## config.mk

```make
export PLATFORM = sky130hd
export DESIGN_NAME = url_percent_decoder_flat
export DESIGN_NICKNAME = d
export VERILOG_FILES = /design/src/rtl/core/upd_pkg.sv /design/src/rtl/core/upd_if.sv /design/src/rtl/core/upd_decode.sv /design/src/rtl/core/url_percent_decoder.sv /design/src/flat_wrapper.sv
export SDC_FILE = /design/constraint.sdc
export NUM_CORES = 1
export LEC_CHECK = 0
export ABC_AREA = 1
export BUFFER_PORTS_ARGS = -buffer_cell sky130_fd_sc_hd__buf_2
export CORE_MARGIN = 2
export CORE_UTILIZATION = 43
export CTS_CLUSTER_SIZE = 30
export DETAILED_ROUTE_END_ITERATION = 8
export SLEW_MARGIN = 20
export SYNTH_ARGS = -nofsm -noshare
export SYNTH_HDL_FRONTEND = slang
export SYNTH_SLANG_ARGS = --single-unit
```

## constraint.sdc

```tcl
create_clock -name clk_i -period 3.4 [get_ports clk_i]
set_input_delay 0.68 -clock clk_i [delete_from_list [all_inputs] [get_ports clk_i]]
set_output_delay 0.68 -clock clk_i [all_outputs]
set_load 0.01 [all_outputs]
```

## src/rtl/core/upd_pkg.sv

```systemverilog
// Shared types, character codes and digit map for the URL percent decoder.
`default_nettype none

package upd_pkg;

  localparam logic [7:0] ChPercent = 8'h25;
  localparam logic [7:0] ChPlus    = 8'h2B;
  localparam logic [7:0] ChSpace   = 8'h20;
  localparam logic [7:0] ChLowerA  = 8'h61;
  localparam logic [7:0] ChUpperA  = 8'h41;
  localparam logic [7:0] ChZero    = 8'h30;
  localparam logic [7:0] LetterTop = 8'd25;
  localparam logic [7:0] LetterOfs = 8'd10;

  typedef enum logic [2:0] {
    PhIdle   = 3'b001,
    PhFirst  = 3'b010,
    PhSecond = 3'b100
  } phase_e;

  typedef struct packed {
    logic [7:0] in_byte;
    logic       in_last;
  } item_t;

  typedef struct packed {
    logic [7:0] out_byte;
    logic       out_last;
    logic       out_error;
  } result_t;

  typedef struct packed {
    phase_e     phase;
    logic [3:0] high_nibble;
  } dec_state_t;

  // Lenient digit map: letters give 10..35, anything else wraps from '0'.
  function automatic logic [7:0] digit_value(input logic [7:0] b);
    logic [7:0] lower_ofs;
    logic [7:0] upper_ofs;
    lower_ofs = b - ChLowerA;
    upper_ofs = b - ChUpperA;
    if (b >= ChLowerA && lower_ofs <= LetterTop) begin
      digit_value = lower_ofs + LetterOfs;
    end else if (b >= ChUpperA && upper_ofs <= LetterTop) begin
      digit_value = upper_ofs + LetterOfs;
    end else begin
      digit_value = b - ChZero;
    end
  endfunction

endpackage

`default_nettype wire

```

## src/rtl/core/upd_if.sv

```systemverilog
// Valid/ready stream interfaces for the encoded and decoded byte channels.
`default_nettype none

interface upd_in_if;
  logic       valid;
  logic       ready;
  logic [7:0] in_byte;
  logic       in_last;

  modport source (output valid, output in_byte, output in_last, input ready);
  modport sink   (input valid, input in_byte, input in_last, output ready);
endinterface

interface upd_out_if;
  logic       valid;
  logic       ready;
  logic [7:0] out_byte;
  logic       out_last;
  logic       out_error;

  modport source (output valid, output out_byte, output out_last, output out_error,
                  input ready);
  modport sink   (input valid, input out_byte, input out_last, input out_error,
                  output ready);
endinterface

`default_nettype wire

```

## src/rtl/core/upd_decode.sv

```systemverilog
// Per-byte decode logic: escape phase tracking and result formation.
`default_nettype none

module upd_decode (
  input  upd_pkg::item_t      item_i,
  input  upd_pkg::dec_state_t state_i,
  output upd_pkg::dec_state_t state_o,
  output logic                emit_o,
  output upd_pkg::result_t    result_o
);
  import upd_pkg::*;

  logic [7:0] digit;
  logic [7:0] combined;

  assign digit    = digit_value(item_i.in_byte);
  assign combined = {state_i.high_nibble, 4'b0000} + digit;

  always_comb begin
    state_o            = '{phase: PhIdle, high_nibble: 4'b0000};
    emit_o             = 1'b0;
    result_o.out_byte  = 8'h00;
    result_o.out_last  = item_i.in_last;
    result_o.out_error = 1'b0;
    case (state_i.phase)
      PhFirst: begin
        if (item_i.in_last) begin
          // string ended inside an escape: report and return to idle
          emit_o             = 1'b1;
          result_o.out_error = 1'b1;
        end else begin
          state_o.phase       = PhSecond;
          state_o.high_nibble = digit[3:0];
        end
      end
      PhSecond: begin
        emit_o            = 1'b1;
        result_o.out_byte = combined;
      end
      default: begin
        if (item_i.in_byte == ChPercent) begin
          if (item_i.in_last) begin
            emit_o             = 1'b1;
            result_o.out_error = 1'b1;
          end else begin
            state_o.phase = PhFirst;
          end
        end else begin
          emit_o            = 1'b1;
          result_o.out_byte = (item_i.in_byte == ChPlus) ? ChSpace : item_i.in_byte;
        end
      end
    endcase
  end

endmodule

`default_nettype wire

```

## src/rtl/core/url_percent_decoder.sv

```systemverilog
// URL percent decoder: input register, decode logic and result register.
//
// Requests arrive on in_i, one encoded byte each, with in_last on the final
// byte of a string. Decoded bytes leave on out_o. A plain byte passes, '+'
// becomes a space, and '%' with the two following bytes yields one byte built
// from two lenient hex digits. The '%' and the first digit give no result; a
// string that ends on either of them gives one result with out_error set.
//
// A result passes through the input register, then the result register.
// Throughput: one request per cycle while out_o does not stall, set by the
// single decode stage between the two registers.
//
// Reset clears both valid flags and returns the escape state to idle.
// When out_o stalls, the result register holds; the input register still
// takes bytes that give no result, and in_i.ready drops only once the input
// register holds a byte that needs the occupied result register.
`default_nettype none

module url_percent_decoder (
  input  wire logic  clk_i,
  input  wire logic  rst_ni,
  upd_in_if.sink     in_i,
  upd_out_if.source  out_o
);
  import upd_pkg::*;

  logic       s1_valid_q;
  item_t      s1_item_q;
  dec_state_t state_q;
  dec_state_t state_d;
  logic       emit;
  result_t    result_d;
  result_t    result_q;
  logic       out_valid_q;
  logic       s1_fire;

  upd_decode u_decode (
    .item_i   (s1_item_q),
    .state_i  (state_q),
    .state_o  (state_d),
    .emit_o   (emit),
    .result_o (result_d)
  );

  // advance the held byte unless it needs a result slot that is still full
  assign s1_fire    = s1_valid_q && (!emit || !out_valid_q || out_o.ready);
  assign in_i.ready = !s1_valid_q || s1_fire;

  always_ff @(posedge clk_i or negedge rst_ni) begin
    if (!rst_ni) begin
      s1_valid_q  <= 1'b0;
      out_valid_q <= 1'b0;
      state_q     <= '{phase: PhIdle, high_nibble: 4'b0000};
    end else begin
      if (in_i.ready) begin
        s1_valid_q <= in_i.valid;
      end
      if (s1_fire) begin
        state_q <= state_d;
      end
      if (s1_fire && emit) begin
        out_valid_q <= 1'b1;
      end else if (out_o.ready) begin
        out_valid_q <= 1'b0;
      end
    end
  end

  always_ff @(posedge clk_i) begin
    if (in_i.ready && in_i.valid) begin
      s1_item_q.in_byte <= in_i.in_byte;
      s1_item_q.in_last <= in_i.in_last;
    end
    if (s1_fire && emit) begin
      result_q <= result_d;
    end
  end

  assign out_o.valid     = out_valid_q;
  assign out_o.out_byte  = result_q.out_byte;
  assign out_o.out_last  = result_q.out_last;
  assign out_o.out_error = result_q.out_error;

endmodule

`default_nettype wire
```

## src/flat_wrapper.sv

```systemverilog
// flat-port wrapper written by rule: the top's interface ports become plain ports
module url_percent_decoder_flat import upd_pkg::*;
  (clk_i, rst_ni, in_i_valid, in_i_in_byte, in_i_in_last, in_i_ready, out_o_valid, out_o_out_byte, out_o_out_last, out_o_out_error, out_o_ready);
  upd_in_if in_i_i ();
  upd_out_if out_o_i ();
  input  wire logic clk_i;
  input  wire logic rst_ni;
  input wire logic [$bits(in_i_i.valid)-1:0] in_i_valid;
  input wire logic [$bits(in_i_i.in_byte)-1:0] in_i_in_byte;
  input wire logic [$bits(in_i_i.in_last)-1:0] in_i_in_last;
  output wire logic [$bits(in_i_i.ready)-1:0] in_i_ready;
  output wire logic [$bits(out_o_i.valid)-1:0] out_o_valid;
  output wire logic [$bits(out_o_i.out_byte)-1:0] out_o_out_byte;
  output wire logic [$bits(out_o_i.out_last)-1:0] out_o_out_last;
  output wire logic [$bits(out_o_i.out_error)-1:0] out_o_out_error;
  input wire logic [$bits(out_o_i.ready)-1:0] out_o_ready;
  assign in_i_i.valid = in_i_valid;
  assign in_i_i.in_byte = in_i_in_byte;
  assign in_i_i.in_last = in_i_in_last;
  assign in_i_ready = in_i_i.ready;
  assign out_o_valid = out_o_i.valid;
  assign out_o_out_byte = out_o_i.out_byte;
  assign out_o_out_last = out_o_i.out_last;
  assign out_o_out_error = out_o_i.out_error;
  assign out_o_i.ready = out_o_ready;
  url_percent_decoder u_core (.clk_i(clk_i), .rst_ni(rst_ni), .in_i(in_i_i), .out_o(out_o_i));
endmodule
```

# After elaboration in Yosys (flattened, before gate mapping)
# Cells that the tools add are included.
# word_totals
register_bits,28
inputBits,13
out_inout_bits,12
# classes
n_reduce_logical,12
n_addsub,6
n_mux,17
magnitude_cmp,4
eq_ne,4
# op_table
op,n
$mux 8,4
$add 8x4->8 const B,2
$eq 8x6->1 const B,2
$ge 8x7->1 const B,2
$le 8x5->1 const B,2
$pmux 8 s2,1
$sub 8x7->8 const B,2
$add 8x8->8,1
$sub 8x6->8 const B,1
$mux 7,1
$pmux 3 s2,1
$logic_and 1x1->1,5
$mux 1,5
$mux 2,2
$mux 4,1
$pmux 1 s2,2
$eq 3x2->1 const B,1
$eq 3x3->1 const B,1
$logic_not 1->1,3
$logic_or 1x1->1,3
$reduce_bool 2->1,1

# Depth between registers and ports, before layout
# Gate-level depths: netlist of run 1.
# depth
ltp_word,9
depth_mapped,20
mapped_depth_nobuf,20

# Cells and area by module
# A second synthesis of run 1 with hierarchy kept.
# hier_totals
hier_cells,227
area_unflattened_um2,1881.8
# modules_own_cells
module,area_per_inst_um2,seq_area_each_um2,instances,cells_each
url_percent_decoder,962.2,797.0,1,61
upd_decode,919.6,0.0,1,166

# Least setup slack after synthesis of run 1
# Ideal clock, no wire load.
# synth_path
path_type,register to register
from,register u_core.s1_item_q[1] in the netlist's numbering
to,"register u_core.result_q, in the netlist u_core.out_o.out_byte[6], data pin"
stages_incl_launch_ff,18
required_ns,3.135
setup_slack_ns,0.711
arrival_ns,2.424
synth_period_minus_slack_ns,2.689
setup_ns,0.265
cell_sequence,edfxtp_1 inv_1 ha_1 nand2_1 nand2_1 nand2_1 inv_1 nor2_4 nor2_2 nand2_4 nand2_8 nand3_1 o21ai_1 ha_1 inv_1 fa_1 xor2_1 o22ai_1
# synth_rtl
element,line_no,rtl
start: declaration,url_percent_decoder.sv:28,item_t s1_item_q;
end signal: assignment,url_percent_decoder.sv:75,result_q <= result_d;
end: declaration,url_percent_decoder.sv:33,result_t result_q;

==> results of run 1 <==
-- synth_stat cells (all sizes together) (2+ instances only) --
library cell and instances:
a21oi 5, dfrtp 8, edfxtp 19, ha 13
inv 32, nand2 70, nand3 25, nand4 2
nor2 19, nor3 2, o21ai 10, xor2 5
-- worst max-delay path: cells and delay by family (launching register included) --
family	cells	cell delay, ns
flip-flops	1	0.49
AND/OR/NAND/NOR	11	0.96
AO/OA/AOI/OAI	2	0.21
XOR/XNOR	1	0.18
adder cells (fa/ha/maj)	2	0.59
buffers and inverters	2	0.35
-- sequential cells by signal, indices dropped and copies added (netlist names) --
signal                  flops
u_core.state_q              7
u_core.out_o.out_error      1
u_core.s1_item_q            9
u_core.out_o.out_byte       8
u_core.s1_valid_q           1
u_core.out_o.valid          1
u_core.out_o.out_last       1
-- cell families (layout without fill, tap and decap cells) --
group / count (synthesis) / count (layout)
buf+inv: 33 / 60
compound gates: 18 / 18
xor+xnor: 5 / 5
simple gates: 120 / 120
flops: 28 / 28
fa+ha+maj: 14 / 14
-- power by group --
part           leakage (uW)  internal (uW)  switching (uW)
Sequential         0.000301            407            23.9
Combinational      0.000714           72.1             134
Clock             0.0000357            158            99.9
-- metal layers --
layer | track usage (%) | part of all wire [%] | vias to the layer above
li1 | - | - | 761
met1 | 23.5 | 49 | 651
met2 | 25.0 | 42 | 47
met3 | 4.09 | 6.3 | 11
met4 | 7.41 | 2.6 | 0
met5 | 0 | 0 | -
-- through the flow --
stage | hold slack [ns] | instances | power, uW | util [%]
6_report | 0.230 | 295 | 894 | 51.5
5_1_grt | 0.237 | 295 | 950 | 51.5
4_1_cts | 0.234 | 295 | 903 | 51.5
3_5_place_dp | 0.484 | 291 | 645 | 49.7
3_3_place_gp | 0.487 | 291 | 644 | 49.7
2_1_floorplan | 0.384 | 218 | 582 | -
-- worst min path at each step --
stage / from / end / slack [ns] / cells past startpoint
after floorplan: rst_ni / u_core.out_o.valid / 0.38 / 0
after global placement: u_core.state_q[4] / u_core.state_q[4] / 0.49 / 2
after detailed placement: u_core.state_q[0] / u_core.state_q[0] / 0.48 / 2
final: rst_ni / u_core.state_q[5] / 0.23 / 1
after global routing: rst_ni / u_core.state_q[5] / 0.24 / 1
after CTS: rst_ni / u_core.state_q[5] / 0.23 / 1
-- area by class of cell --
type | instances | share of cell area [%]
clock buffer | 3 | 1.99
timing repair buffer | 24 | 5.79
sequential | 28 | 38.4
multi-input combinational | 157 | 43.5
inverter | 32 | 5.79
tap | 50 | 3.02
clock inverter | 1 | 1.45
==> flow_metrics.py, run 1 <==
metrics = {
    "outcome": {
        "outcome": "finished, final reports clean",
    },
    "cells_and_area": {
        "nets": 273,
        "insertedDiodeCount": 0,
        "fillers": 387,
        "finalInstanceArea_mm2": 0.00207,
        "final_layout_size_suffix_gt1_share_pct": 21.2,
        "area_growth_pct": 13.6,
        "layout_commonest_cell": "nand2_1",
        "layout_common_cells": "nand2_1 (63), inv_1 (27), nand3_1 (25)",
        "seqCellArea_um2": 797,
        "multiInputGateArea_um2": 902,
    },
    "synthesis": {
        "synth.mux.area_fraction_pct": 0,
        "ys_ff_latch": 28,
        "syn_inst": 218,
        "yosys.area_share.xor_xnor_pct": 2.40,
        "yosys_warnings": 0,
        "synth_top_family_by_area": "simple AND/OR/NAND/NOR gates",
        "synth-seq-area-share_pct": 43.7,
        "syn_avg_cell_area_um2": 8.37,
        "synth_area_leaders": "edfxtp_1 (31%), nand2_1 (13%), dfrtp_1 (11%), ha_1 (8.9%), nand3_1 (6.9%)",
        "synth_ff_type": "edfxtp_1",
        "synth_compound_gate_area_share_pct": 5.56,
        "yosys.area_share.simple_pct": 31.5,
        "synth_nets": 245,
        "yosysTopAreaCell": "edfxtp_1",
        "synth_top_area_share_pct": 31.3,
        "async_flop_share_pct": 32.1,
        "synth_cell_types": 28,
        "synth_area_mm2": 0.00182,
        "synth-adder-area-share_pct": 10.0,
        "synth-edff-count": 19,
    },
    "min_path": {
        "hold_path.class": "input pin to async pin",
    },
    "global_routing": {
        "grtUsageTotal_pct": 16.9,
        "grt-ovfl-total": 0,
        "grt_max_degree": 17,
        "grt_pass1_wl_um": 6400,
        "antenna_found_initial": 0,
        "grt_pass1_vias": 1358,
    },
    "routing": {
        "drtPass1Iterations": 4,
        "drcViolationCount": 0,
        "totalWireLength_um": 3650,
        "initialDrtViolationCount": 110,
        "via_per_inst": 4.98,
        "routedWlPerCell_um": 12.4,
        "num_vias": 1470,
        "ant_nets": 0,
    },
    "clock_network": {
        "cts-buffers-inserted": 3,
        "path_clk_slew_ns": 0.10,
        "htree_levels": 1,
        "insertion_delay_ns": 0.28,
        "cts_hold_buf": 0,
        "cts_tree": "yes",
        "post_cts_buffers": 0,
        "clkSinkCount": 28,
        "clockBufferDepth": 2,
        "clock-root-buffer": "clkbuf_8",
        "cts_resized": 0,
    },
    "floorplanning": {
        "die_w_um": 69.1,
        "ios": 25,
        "core_mm2": 0.00403,
        "die_y_um": 69.1,
        "initial_core_util_pct": 45.3,
        "die_area_mm2": 0.00478,
        "rows": 23,
    },
    "timing": {
        "setup_tns_ns": 0,
        "fin_crit_sh_pct": 87.8,
        "slew_headroom_pct": 66.5,
        "worst_pin_slew_ns": 0.499,
        "fmax_mhz": 335,
        "setup_slack_ns": 0.414,
        "hold_violations": 0,
        "fin_skew_ns": 0.0151,
        "final-setup-viol-count": 0,
        "grt_setup_unrepaired": "false",
        "slew_viol_final": 0,
        "period_needed_ns": 2.99,
    },
    "critical_path": {
        "cp_slowest_cell": "edfxtp_1",
        "cp_cell_sequence": "inv_1 > ha_1 > nand2_1 > nand2_1 > nand2_1 > inv_1 > nor2_4 > nor2_2 > nand2_4 > nand2_8 > a21oi_1 > ha_1 > a21oi_1 > nand2_1 > xor2_1 > nand3_1 > nand3_1 > nand2_1",
        "slowest_delay_ns": 0.49,
        "startpoint": "u_core.s1_item_q[1]",
        "r2r_slack_ns": 0.41,
        "r2r_cells": 18,
        "reg2reg_to": "u_core.out_o.out_byte[7]",
        "worstSetupStartpointType": "flop",
        "arrival_ns": 3.04,
        "crit_top_cell": "nand2_1",
        "rr_startpoint": "u_core.s1_item_q[1]",
        "critical_path_required_ns": 3.45,
        "critPathMaxFanout": 9,
        "critPathKind": "flop to flop",
        "end_kind": "flop",
        "crit_end": "u_core.out_o.out_byte[7]",
    },
    "placed_design": {
        "dp_hpwl_um": 2990,
        "place_congestion": 0.865,
        "placed_area_mm2": 0.00200,
        "portBuffers": 24,
        "dpl_worst_slack_ns": 0.396,
    },
    "power": {
        "vdd_ir_drop_max_uv": 481,
        "power_density_mw_per_mm2": 431,
        "leakage_uw": 0.00105,
    },
    "job": {
        "drv_cap": 0,
    },
}
(Power assumes the default switching activity.)
==> run 2, diff against run 1 <==
Settings changed: PLACE_DENSITY from default to 0.65.
==> run 2 against run 1 <==
Net effect:
- clock skew fell by 0.0065 ns
- first-iteration DRC count fell by 24%
- count of clock-buffer cells in the layout rose by 1
- global-route usage fell by 0.85 points
- die area did not move
- critical path depth fell by 1
- non-clock buffer count did not move
==> flow_metrics.py, run 2 (synthesis results as in run 1) <==
metrics = {
    "outcome": {
        "outcome": "finished, final reports clean",
    },
    "power": {
        "power_density_mw_per_mm2": 398,
        "p_clk_share_pct": 21.9,
        "combPwrFrac_pct": 25.3,
        "p_total_uw": 816,
        "switching_share_pct": 31.0,
        "p_sw_uw": 253,
        "vdd_ir_drop_max_uv": 326,
        "leakage_uw": 0.00104,
        "power.internal_uw": 563,
        "seqPwrFrac_pct": 52.8,
    },
    "cells_and_area": {
        "fillers": 399,
        "insertedDiodeCount": 0,
        "top_register": "u_core.s1_item_q",
        "layout_common_cells": "nand2_1 (63), inv_1 (27), nand3_1 (25)",
        "nets": 273,
        "final_util_pct": 50.8,
        "multiInputGateArea_um2": 902,
        "layout_commonest_cell": "nand2_1",
        "final_layout_size_suffix_gt1_share_pct": 20.8,
        "largest_reg_flops": 9,
        "seqCellArea_um2": 797,
        "area_growth_pct": 12.2,
    },
    "timing": {
        "hold_violations": 0,
        "setup_tns_ns": 0,
        "grt_setup_unrepaired": "false",
        "period_needed_ns": 2.97,
        "fin_skew_ns": 0.00853,
        "fmax_mhz": 337,
        "fin_crit_sh_pct": 87.3,
        "slew_viol_final": 0,
        "final-setup-viol-count": 0,
        "slew_headroom_pct": 68.9,
        "worst_pin_slew_ns": 0.463,
    },
    "min_path": {
        "hold_path.class": "input pin to async pin",
    },
    "clock_network": {
        "htree_levels": 1,
        "clockBufferDepth": 2,
        "cts_tree": "yes",
        "path_clk_slew_ns": 0.09,
        "insertion_delay_ns": 0.27,
        "clkSinkCount": 28,
        "post_cts_buffers": 0,
        "clock-root-buffer": "clkbuf_8",
        "cts-buffers-inserted": 3,
        "cts_hold_buf": 0,
        "cts_resized": 0,
    },
    "global_routing": {
        "antenna_found_initial": 0,
        "grt_max_degree": 16,
        "grtUsageTotal_pct": 16.1,
        "met2_usage_pct": 25.6,
        "use_met1_pct": 22.4,
        "grt_pass1_vias": 1371,
        "grt-ovfl-total": 0,
        "met3_usage_pct": 3.80,
        "grt_pass1_wl_um": 6220,
        "gr-max-usage-layer": "met2",
    },
    "floorplanning": {
        "die_y_um": 69.1,
        "rows": 23,
        "initial_core_util_pct": 45.3,
        "core_mm2": 0.00403,
        "ios": 25,
        "die_area_mm2": 0.00478,
        "die_w_um": 69.1,
    },
    "critical_path": {
        "arrival_ns": 3.01,
        "worstSetupStartpointType": "flop",
        "end_kind": "flop",
        "critical_path_required_ns": 3.44,
        "critPathKind": "flop to flop",
        "critPathMaxFanout": 7,
    },
    "routing": {
        "drcViolationCount": 0,
        "routedWlPerCell_um": 12.1,
        "initialDrtViolationCount": 84,
        "ant_nets": 0,
        "num_vias": 1439,
        "totalWireLength_um": 3560,
        "drtPass1Iterations": 4,
        "via_per_inst": 4.88,
    },
    "placed_design": {
        "portBuffers": 24,
        "place_congestion": 0.874,
        "dp_hpwl_um": 2930,
    },
    "job": {
        "drv_cap": 0,
    },
}
[run 2: cell types whose count changed in the layout (fill, tap and decap cells not counted), sizes merged]
cell / delta
bufinv: -1
clkbuf: +1
[run 2: per-layer routing]
layer / up-vias / share of wire (%) / wire length (um)
met5: - / 0 / 0
met4: 0 / 1.2 / 42
met3: 5 / 5.4 / 191
met2: 32 / 45 / 1610
met1: 643 / 48 / 1720
li1: 759 / - / -
[run 2: power groups by stage]
stage | registers (uW) | clock network (uW) | logic, uW
after floorplan | 441 | 0 | 142
after global placement | 437 | 0 | 204
after detailed placement | 438 | 0 | 207
after CTS | 430 | 185 | 207
after global routing | 436 | 203 | 234
final | 430 | 179 | 207
[run 2: cell type report]
cell class              instances  share of cell area (%)
clock buffers                   4                    2.20
repair buffers                 24                    5.87
multi-input cells             157                    44.1
well taps                      50                    3.06
flip-flops and latches         28                    38.9
inverters                      32                    5.87
[run 2: worst max-delay path: stages (launching register included)]
cell and delay (ns):
edfxtp_1 0.48, inv_1 0.22, ha_1 0.27, nand2_1 0.11, nand2_1 0.07, nand2_1 0.07, inv_1 0.12, nor2_4 0.05
nor2_2 0.12, nand2_4 0.11, a21oi_1 0.19, ha_1 0.29, a21oi_1 0.15, nand2_1 0.07, xor2_1 0.17, nand3_1 0.10
nand3_1 0.09, nand2_1 0.05
[run 2: final timing paths]
path	depth (start not counted)	slack, ns	startpoint	end
setup / recovery	17	0.43	u_core.s1_item_q[1]	u_core.out_o.out_byte[7]
hold / removal	1	0.23	rst_ni	u_core.state_q[5]
setup reg to reg	17	0.43	u_core.s1_item_q[1]	u_core.out_o.out_byte[7]
hold reg to reg	2	0.50	u_core.state_q[4]	u_core.state_q[4]
max in group asynchronous	1	2.93	rst_ni	u_core.state_q[4]
min in group clk_i	2	0.50	u_core.state_q[4]	u_core.state_q[4]
[run 2: metrics by stage]
stage          setup slack, ns  area [um^2]  instances  hold slack, ns
2_1_floorplan            0.711         1820        218           0.384
3_3_place_gp             0.491         2000        291           0.482
3_5_place_dp             0.458         2000        291           0.492
4_1_cts                  0.447         2050        295           0.238
5_1_grt                  0.167         2050        295           0.241
6_report                 0.430         2050        295           0.232
